`config.mk`:
```
export PLATFORM = sky130hd
export DESIGN_NAME = lightweight_feistel_block_cipher
export DESIGN_NICKNAME = d
export VERILOG_FILES = /design/src/design/lfbc_pkg.sv /design/src/design/lfbc_round.sv /design/src/design/lfbc_key_sched.sv /design/src/design/lightweight_feistel_block_cipher.sv
export VERILOG_INCLUDE_DIRS = /design/src /design/src/design
export SDC_FILE = /design/constraint.sdc
export NUM_CORES = 2
export LEC_CHECK = 0
export ABC_AREA = 1
export BUFFER_PORTS_ARGS = -buffer_cell sky130_fd_sc_hd__buf_2
export CORE_MARGIN = 3
export CORE_UTILIZATION = 45
export DETAILED_ROUTE_END_ITERATION = 6
export HOLD_SLACK_MARGIN = 0.06
export REMOVE_ABC_BUFFERS = 1
export SLEW_MARGIN = 0
export SYNTH_ARGS = -nofsm -noshare
export SYNTH_HDL_FRONTEND = slang
export SYNTH_SLANG_ARGS = --single-unit
```
`constraint.sdc`:
```
create_clock -name clk -period 3.3 [get_ports clk]
set_clock_uncertainty 0.1 [all_clocks]
set_input_delay 0.495 -clock clk [delete_from_list [all_inputs] [get_ports clk]]
set_output_delay 0.495 -clock clk [all_outputs]
set_load 0.02 [all_outputs]
```
`src/design/lightweight_feistel_block_cipher_defines.svh`:
```
// Assertion macros shared by the cipher modules.
`ifndef LIGHTWEIGHT_FEISTEL_BLOCK_CIPHER_DEFINES_SVH
`define LIGHTWEIGHT_FEISTEL_BLOCK_CIPHER_DEFINES_SVH

// The consequent must hold in the same cycle as the antecedent.
`define LFBC_ASSERT_NOW(label, clk, rst_n, ante, cons, msg) \
	label: assert property (@(posedge clk) disable iff (!rst_n) (ante) |-> (cons)) \
		else $error(msg);

// The consequent must hold in the cycle after the antecedent.
`define LFBC_ASSERT_NEXT(label, clk, rst_n, ante, cons, msg) \
	label: assert property (@(posedge clk) disable iff (!rst_n) (ante) |=> (cons)) \
		else $error(msg);

`endif

```
`src/design/lfbc_pkg.sv`:
```
`timescale 1ns / 1ps

package lfbc_pkg;

	localparam int unsigned KEY_WIDTH = 80;
	localparam int unsigned HALF_WIDTH = 32;
	localparam int unsigned KEY_HIGH_WIDTH = 16;
	localparam int unsigned KEY_LOW_WIDTH = 64;
	localparam int unsigned CFG_DATA_WIDTH = 64;
	localparam int unsigned CFG_INDEX_WIDTH = 1;

	localparam logic [CFG_INDEX_WIDTH-1:0] REG_KEY_HIGH = 1'b0;
	localparam logic [CFG_INDEX_WIDTH-1:0] REG_KEY_LOW = 1'b1;

	localparam logic ACTION_ENCRYPT = 1'b0;
	localparam logic ACTION_DECRYPT = 1'b1;

	localparam int unsigned SBOX_KEY_TOP = 9;
	localparam int unsigned SBOX_KEY_NEXT = 8;

	typedef logic [HALF_WIDTH-1:0] half_t;
	typedef logic [KEY_WIDTH-1:0] key_t;

	localparam logic [3:0] SBOX [0:9][0:15] = '{
		'{4'd14, 4'd9, 4'd15, 4'd0, 4'd13, 4'd4, 4'd10, 4'd11,
		  4'd1, 4'd2, 4'd8, 4'd3, 4'd7, 4'd6, 4'd12, 4'd5},
		'{4'd4, 4'd11, 4'd14, 4'd9, 4'd15, 4'd13, 4'd0, 4'd10,
		  4'd7, 4'd12, 4'd5, 4'd6, 4'd2, 4'd8, 4'd1, 4'd3},
		'{4'd1, 4'd14, 4'd7, 4'd12, 4'd15, 4'd13, 4'd0, 4'd6,
		  4'd11, 4'd5, 4'd9, 4'd3, 4'd2, 4'd4, 4'd8, 4'd10},
		'{4'd7, 4'd6, 4'd8, 4'd11, 4'd0, 4'd15, 4'd3, 4'd14,
		  4'd9, 4'd10, 4'd12, 4'd13, 4'd5, 4'd2, 4'd4, 4'd1},
		'{4'd14, 4'd5, 4'd15, 4'd0, 4'd7, 4'd2, 4'd12, 4'd13,
		  4'd1, 4'd8, 4'd4, 4'd9, 4'd11, 4'd10, 4'd6, 4'd3},
		'{4'd2, 4'd13, 4'd11, 4'd12, 4'd15, 4'd14, 4'd0, 4'd9,
		  4'd7, 4'd10, 4'd6, 4'd3, 4'd1, 4'd8, 4'd4, 4'd5},
		'{4'd11, 4'd9, 4'd4, 4'd14, 4'd0, 4'd15, 4'd10, 4'd13,
		  4'd6, 4'd12, 4'd5, 4'd7, 4'd3, 4'd8, 4'd1, 4'd2},
		'{4'd13, 4'd10, 4'd15, 4'd0, 4'd14, 4'd4, 4'd9, 4'd11,
		  4'd2, 4'd1, 4'd8, 4'd3, 4'd7, 4'd5, 4'd12, 4'd6},
		'{4'd8, 4'd7, 4'd14, 4'd5, 4'd15, 4'd13, 4'd0, 4'd6,
		  4'd11, 4'd12, 4'd9, 4'd10, 4'd2, 4'd4, 4'd1, 4'd3},
		'{4'd11, 4'd5, 4'd15, 4'd0, 4'd7, 4'd2, 4'd9, 4'd13,
		  4'd4, 4'd8, 4'd1, 4'd12, 4'd14, 4'd10, 4'd3, 4'd6}
	};

	// Output nibble j, counted from the top, takes input nibble PERM[j] from the top.
	localparam int unsigned PERM [0:7] = '{1, 3, 0, 2, 5, 7, 4, 6};

endpackage

```
`src/design/lfbc_round.sv`:
```
`timescale 1ns / 1ps

module lfbc_round (
	input  lfbc_pkg::half_t left,
	input  lfbc_pkg::half_t right,
	input  lfbc_pkg::half_t round_key,
	input  logic            decrypt,
	output lfbc_pkg::half_t new_right
);
	import lfbc_pkg::*;

	half_t mixed;
	half_t subst;
	half_t permuted;

	always_comb begin
		mixed = left ^ round_key;
		subst = '0;
		permuted = '0;
		for (int i = 0; i < 8; i++) begin
			subst[4*i +: 4] = SBOX[i][mixed[4*i +: 4]];
		end
		for (int j = 0; j < 8; j++) begin
			permuted[28 - 4*j +: 4] = subst[28 - 4*PERM[j] +: 4];
		end
	end

	always_comb begin
		if (decrypt == ACTION_DECRYPT) begin
			new_right = {right[7:0] ^ permuted[7:0], right[31:8] ^ permuted[31:8]};
		end else begin
			new_right = {right[23:0], right[31:24]} ^ permuted;
		end
	end

endmodule

```
`src/design/lfbc_key_sched.sv`:
```
`timescale 1ns / 1ps
`include "lightweight_feistel_block_cipher_defines.svh"

module lfbc_key_sched #(
	parameter int unsigned ROUND_COUNT = 32,
	parameter int unsigned AW = $clog2(ROUND_COUNT)
) (
	input  logic                                   clk,
	input  logic                                   arst_n,
	input  logic                                   wr_en,
	input  logic [lfbc_pkg::CFG_INDEX_WIDTH-1:0]   wr_index,
	input  logic [lfbc_pkg::CFG_DATA_WIDTH-1:0]    wr_data,
	input  logic [AW-1:0]                          rd_addr,
	output lfbc_pkg::half_t                        rd_key,
	output logic                                   expanding
);
	import lfbc_pkg::*;

	localparam logic [AW-1:0] LAST = AW'(ROUND_COUNT - 1);

	logic [KEY_HIGH_WIDTH-1:0] key_high_q;
	logic [KEY_LOW_WIDTH-1:0]  key_low_q;
	logic [KEY_HIGH_WIDTH-1:0] key_high_next;
	logic [KEY_LOW_WIDTH-1:0]  key_low_next;
	key_t                      work_key_q;
	key_t                      work_key_next;
	logic [AW-1:0]             cnt_q;
	logic                      active_q;
	logic [4:0]                update_num;
	half_t                     round_keys [ROUND_COUNT];
	half_t                     rd_key_q;

	always_comb begin
		key_high_next = key_high_q;
		key_low_next = key_low_q;
		if (wr_en) begin
			case (wr_index)
				REG_KEY_HIGH: key_high_next = wr_data[KEY_HIGH_WIDTH-1:0];
				REG_KEY_LOW:  key_low_next = wr_data;
				default:      key_low_next = key_low_q;
			endcase
		end
	end

	// One key update: rotate left by 29, S-boxes on the top two nibbles, XOR the count plus one.
	always_comb begin
		update_num = 5'(cnt_q) + 5'd1;
		work_key_next = {work_key_q[50:0], work_key_q[79:51]};
		work_key_next[79:76] = SBOX[SBOX_KEY_TOP][work_key_next[79:76]];
		work_key_next[75:72] = SBOX[SBOX_KEY_NEXT][work_key_next[75:72]];
		work_key_next[50:46] = work_key_next[50:46] ^ update_num;
	end

	always_ff @(posedge clk or negedge arst_n) begin
		if (!arst_n) begin
			key_high_q <= '0;
			key_low_q <= '0;
			work_key_q <= '0;
			cnt_q <= '0;
			active_q <= 1'b1;
		end else begin
			key_high_q <= key_high_next;
			key_low_q <= key_low_next;
			if (wr_en) begin
				work_key_q <= {key_high_next, key_low_next};
				cnt_q <= '0;
				active_q <= 1'b1;
			end else if (active_q) begin
				work_key_q <= work_key_next;
				cnt_q <= cnt_q + 1'b1;
				if (cnt_q == LAST) begin
					active_q <= 1'b0;
				end
			end
		end
	end

	always_ff @(posedge clk) begin
		if (active_q && !wr_en) begin
			round_keys[cnt_q] <= work_key_q[79:48];
		end
		rd_key_q <= round_keys[rd_addr];
	end

	assign rd_key = rd_key_q;
	assign expanding = active_q;

	`LFBC_ASSERT_NEXT(a_write_starts_expand, clk, arst_n, wr_en, active_q && cnt_q == '0, "key write did not restart expansion")
	`LFBC_ASSERT_NEXT(a_expand_runs_through, clk, arst_n, active_q && cnt_q != LAST, active_q, "expansion stopped early")
	`LFBC_ASSERT_NEXT(a_expand_ends, clk, arst_n, active_q && cnt_q == LAST && !wr_en, !active_q, "expansion did not end after the last key")

endmodule

```
`src/design/lightweight_feistel_block_cipher.sv`:
```
`timescale 1ns / 1ps
`include "lightweight_feistel_block_cipher_defines.svh"

// 64-bit block cipher with an 80-bit key, one Feistel round per clock cycle.
// The key is written through wr_en, wr_index and wr_data: index 0 holds key
// bits 79..64, index 1 holds key bits 63..0. Every key write, and reset,
// starts an expansion that fills the round-key memory, one round key per
// cycle; busy is high while it runs.
// A word is taken at a rising edge where start is high and busy is low;
// action selects encryption (0) or decryption (1). The block then reads
// the first round key in a fetch state and then runs the rounds in a round
// state, all through a single round unit fed by the registered memory read.
// The result appears on out_left and out_right with done high for exactly
// one cycle. busy is low in that cycle unless a key write has started an
// expansion, so the next word can be taken at the edge that ends it; a new
// word is never accepted while one is still in its rounds.
// The receiver cannot stall; the result must be captured while done is high.
// Reset clears the key to zero and then expands it; busy stays high after
// reset is released until that expansion ends.
module lightweight_feistel_block_cipher #(
	parameter int unsigned ROUND_COUNT = 32
) (
	input  logic                                 clk,
	input  logic                                 arst_n,
	input  logic                                 start,
	output logic                                 busy,
	output logic                                 done,
	input  logic                                 action,
	input  lfbc_pkg::half_t                      block_left,
	input  lfbc_pkg::half_t                      block_right,
	output lfbc_pkg::half_t                      out_left,
	output lfbc_pkg::half_t                      out_right,
	input  logic                                 wr_en,
	input  logic [lfbc_pkg::CFG_INDEX_WIDTH-1:0] wr_index,
	input  logic [lfbc_pkg::CFG_DATA_WIDTH-1:0]  wr_data
);
	import lfbc_pkg::*;

	localparam int unsigned AW = $clog2(ROUND_COUNT);
	localparam logic [AW-1:0] LAST = AW'(ROUND_COUNT - 1);

	typedef enum logic [1:0] {
		ST_IDLE,
		ST_FETCH,
		ST_ROUND
	} state_t;

	state_t        state_q;
	half_t         left_q;
	half_t         right_q;
	logic          decrypt_q;
	logic [AW-1:0] addr_q;
	logic [AW-1:0] round_q;
	logic [AW-1:0] next_addr;
	half_t         out_left_q;
	half_t         out_right_q;
	logic          done_q;
	half_t         round_key;
	half_t         new_right;
	logic          expanding;

	lfbc_key_sched #(
		.ROUND_COUNT(ROUND_COUNT),
		.AW(AW)
	) u_key_sched (
		.clk(clk),
		.arst_n(arst_n),
		.wr_en(wr_en),
		.wr_index(wr_index),
		.wr_data(wr_data),
		.rd_addr(addr_q),
		.rd_key(round_key),
		.expanding(expanding)
	);

	lfbc_round u_round (
		.left(left_q),
		.right(right_q),
		.round_key(round_key),
		.decrypt(decrypt_q),
		.new_right(new_right)
	);

	assign next_addr = (decrypt_q == ACTION_DECRYPT) ? addr_q - 1'b1 : addr_q + 1'b1;

	always_ff @(posedge clk or negedge arst_n) begin
		if (!arst_n) begin
			state_q <= ST_IDLE;
			left_q <= '0;
			right_q <= '0;
			decrypt_q <= ACTION_ENCRYPT;
			addr_q <= '0;
			round_q <= '0;
			out_left_q <= '0;
			out_right_q <= '0;
			done_q <= 1'b0;
		end else begin
			done_q <= 1'b0;
			case (state_q)
				ST_IDLE: begin
					if (start && !expanding) begin
						left_q <= block_left;
						right_q <= block_right;
						decrypt_q <= action;
						addr_q <= (action == ACTION_DECRYPT) ? LAST : '0;
						round_q <= '0;
						state_q <= ST_FETCH;
					end
				end
				ST_FETCH: begin
					addr_q <= next_addr;
					state_q <= ST_ROUND;
				end
				ST_ROUND: begin
					if (round_q == LAST) begin
						out_left_q <= left_q;
						out_right_q <= new_right;
						done_q <= 1'b1;
						state_q <= ST_IDLE;
					end else begin
						left_q <= new_right;
						right_q <= left_q;
						round_q <= round_q + 1'b1;
						addr_q <= next_addr;
					end
				end
				default: begin
					state_q <= ST_IDLE;
				end
			endcase
		end
	end

	assign busy = (state_q != ST_IDLE) || expanding;
	assign done = done_q;
	assign out_left = out_left_q;
	assign out_right = out_right_q;

	`LFBC_ASSERT_NEXT(a_start_fetches, clk, arst_n, start && !busy, state_q == ST_FETCH, "accepted word did not enter the fetch cycle")
	`LFBC_ASSERT_NEXT(a_last_round_done, clk, arst_n, state_q == ST_ROUND && round_q == LAST, done_q && state_q == ST_IDLE, "last round did not deliver a result")
	`LFBC_ASSERT_NOW(a_done_after_round, clk, arst_n, done_q, $past(state_q == ST_ROUND), "result strobe without a finished round")
	`LFBC_ASSERT_NOW(a_no_expand_in_work, clk, arst_n, state_q == ST_ROUND, !expanding, "round keys changed during a word")

endmodule
```
==> run_results.csv <==
group,metric,value,unit
timing,worstMarginPinSlew,1340,ps
worst_setup_path,crit_path_frequent_cell,"inv_1",
worst_setup_path,cp_cell_sequence,"inv_1, nor2_4, buf_4, inv_1, a21oi_1, o21ai_0, o211ai_1",
placement,dp_hpwl,98880,um
global_routing,grtUsageMet2,41.51,%
timing,period_share,81.72,%
placement,io_buffers,199,
global_routing,grt_usage,25.20,%
worst_setup_path,cp.buffers_inverters,3,
clock_network,cts_root_buf,"clkbuf_16",
route,routed_wl,167500,um
worst_setup_path,crit_fanout,78,
finish,n_fill_cell,10810,
global_routing,grt_first_pass_wirelength,250400,um
synth,ys.flop_type,"edfxtp_1",
worst_setup_path,worstSetupStartpointType,"flip-flop",
finish,final_cells,7339,
placement,preCtsSetupSlack,658.9,ps
synth,seq_area_frac_synth,68.27,%
placement,dpl.cell_count,6936,
route,routed_via_density,5.680,
finish,diodes,0,
power_and_ir_drop,ir_drop,547.7,uV
clock_network,cts_made_buffers,146,
global_routing,grt_pass1_vias,39750,
placement,globalplace.congestion,0.8846,
clock_network,cts_max_path_buffers,3,
finish,fin_util,52.90,%
timing,timing.final.ws_setup,603.3,ps
run,drv_cap,0,
clock_network,cts_tree,"done",
worst_hold_path,hold_path_class,"in -> reg",
synth,syn-cell-area,0.05727,mm^2
route,vias,41690,
floorplan,core_region_area,0.1261,mm^2
synth,synth_cells,5249,
worst_setup_path,end_kind,"flip-flop",
worst_setup_path,max_stage_delay,680,ps
floorplan,io_pins,200,
clock_network,cts_num_sinks,1364,
route,drc,0,
finish,syn_to_final_growth,16.45,%
route,detail-route-antenna-nets,0,
clock_network,cts_max_level,4,
synth,syn_area_per_cell,10.91,um^2
finish,mostFrequentLayoutCells,"nand2_1 (1314), edfxtp_1 (1024), nor2_1 (601), o21ai_0 (593), nand3_1 (404)",
finish,nNetsFinal,5738,
clock_network,clkTransAtPathRegs,60,ps
global_routing,antenna_found_initial,2,
worst_setup_path,arrival,3280,ps
floorplan,die_y,362.7,um
global_routing,gr-usage-met1,34.90,%
power_and_ir_drop,total_power,55.67,mW
floorplan,start_util,45.43,%
timing,fmax,370.8,MHz
global_routing,grt_overflow,0,
worst_setup_path,critPathRequiredTime,3880,ps
timing,rsz0062_at_grt,"no",
finish,final_common_cell,"nand2_1",
synth,ys_ff_latch,1364,
global_routing,grt_max_degree,104,
timing,relSlewSlack,10.67,%
timing,hold_viol_final,0,
route,avgRoutedWirePerCell,22.83,um
synth,synthArstFlopShare,22.58,%
timing,setup_viol_count_final,0,
floorplan,dieArea,0.1316,mm^2
worst_setup_path,crit_slowest_cell,"buf_4",
finish,drive_above_1_share,10.93,%
route,drt_iter0_markers,4214,
route,dr.pass1.iters,5,
worst_setup_path,crit_type,"reg -> reg",
finish,final_cell_area,0.06669,mm^2
global_routing,use_met3,3.743,%
power_and_ir_drop,p_per_area,834.7,mW/mm^2
floorplan,row_count,130,
placement,place_area,0.06078,mm^2
synth,synth.distinct_cells,38,
worst_setup_path,cp_top_family,"buffers and inverters",
timing,period_minus_slack,2697,ps
synth,synth_edf_count,1024,
clock_network,clk_latency,770,ps
synth,yosysWarnings,0,
timing,slew_viol_final,0,
global_routing,grt-busiest-layer,"met2",
floorplan,die_width,362.7,um
power_and_ir_drop,leakage,25.79,nW
outcome,status,"completed",
-- final timing paths --
check                                           startpoint                                      to  slack (ps)  cells after the start
max                        u_key_sched.expanding$_DFF_PN1_  u_key_sched.work_key_q[47]$_DFFE_PN0P_         600                      7
min                                             wr_data[2]      u_key_sched.key_low_q[2]$_DFF_PN0_          90                      5
max reg2reg                u_key_sched.expanding$_DFF_PN1_  u_key_sched.work_key_q[47]$_DFFE_PN0P_         600                      7
min reg2reg                      out_right[24]$_DFFE_PN0P_               out_right[24]$_DFFE_PN0P_         370                      2
max in group asynchronous                           arst_n   u_key_sched.work_key_q[1]$_DFFE_PN0P_        1970                      3
min in group asynchronous                           arst_n                out_left[24]$_DFFE_PN0P_         230                      2
-- per-stage QoR --
stage / TNS [ps] / hold WS [ps]
6_report: 0 / 93.46
5_1_grt: 0 / 134.3
4_1_cts: 0 / 66.29
3_5_place_dp: 0 / 362.3
3_3_place_gp: 0 / 360.1
2_1_floorplan: -3261830 / 99.41
-- final cells by class --
type / instances / area [um^2] / area share (%)
multi-input cells: 3399 / 16320 / 24.47
clock buffers: 198 / 4011 / 6.015
well taps: 1650 / 2064 / 3.096
clock inverters: 72 / 564.3 / 0.8462
inverters: 168 / 651.9 / 0.9775
flip-flops and latches: 1364 / 39120 / 58.65
repair buffers: 488 / 3961 / 5.940
-- where the power goes --
part	leakage, nW	internal [mW]	switching, mW
registers	13.5	19.9	1.64
clock network	2.24	8.96	6.81
logic	10.0	5.70	12.6
total	25.8	34.6	21.1
-- logic make-up after synthesis --
family	Yosys count	share of synthesized area (%)
AND/OR/NAND/NOR	2372	16.50
flip-flops	1364	68.27
AO/OA/AOI/OAI	979	10.52
buffers and inverters	486	3.716
adder cells (fa/ha/maj)	37	0.8215
XOR/XNOR	11	0.1682
-- sequential cells by signal, summed over array words and instances (netlist names) --
name,flops
u_key_sched.round_keys,1024
u_key_sched.work_key_q,80
u_key_sched.key_low_q,64
left_q,32
out_left,32
out_right,32
right_q,32
u_key_sched.rd_key,32
u_key_sched.key_high_q,16
addr_q,5
round_q,5
u_key_sched.cnt_q,5
state_q,2
decrypt_q,1
done,1
u_key_sched.expanding,1
-- Yosys cell counts, types with 2 or more instances --
library cell     n  share of area (%)
ha_1            36               0.79
nand2_1       1316                8.6
inv_2            3              0.020
dfxtp_1         32                1.1
nand3_1        404                3.5
a31oi_1         10               0.11
xnor2_1          4              0.061
or2_2            8              0.087
buf_1           23               0.15
inv_1          164                1.1
o22ai_1          3              0.033
xor2_1           7               0.11
nand4_1          2              0.022
buf_2           59               0.52
nor2_1         635                4.2
o21ai_0        593                5.2
a32o_1           2              0.035
nor3_1           4              0.035
o21ai_1         46               0.40
buf_4           25               0.33
edfxtp_1      1024                 54
o211ai_1        43               0.56
a21oi_1         15               0.13
dfrtp_1        307                 13
a22oi_1          5              0.066
o221ai_1       259                4.0
buf_6           16               0.31
clkbuf_1       194                1.3
-- worst min-delay path: stages --
cell     delay [ps]
buf_2            80
inv_1            80
o21ai_0         160
nand2_1          70
nand2_1          60
-- what timing repair did --
item                       4_1_cts  5_1_grt
gates resized for setup          0        0
hold endpoints to repair       279        0
setup buffers                    0        0
hold buffers                   133        0
setup endpoints to repair        0        0
-- per-layer routing --
| layer | share of wire (%) | vias up |
|---|---|---|
| met4 | 2.3 | 0 |
| met2 | 48 | 1607 |
| met5 | 0 | - |
| met3 | 6.8 | 241 |
| li1 | - | 19190 |
| met1 | 43 | 20650 |
Power figures use the tool's default switching activity.
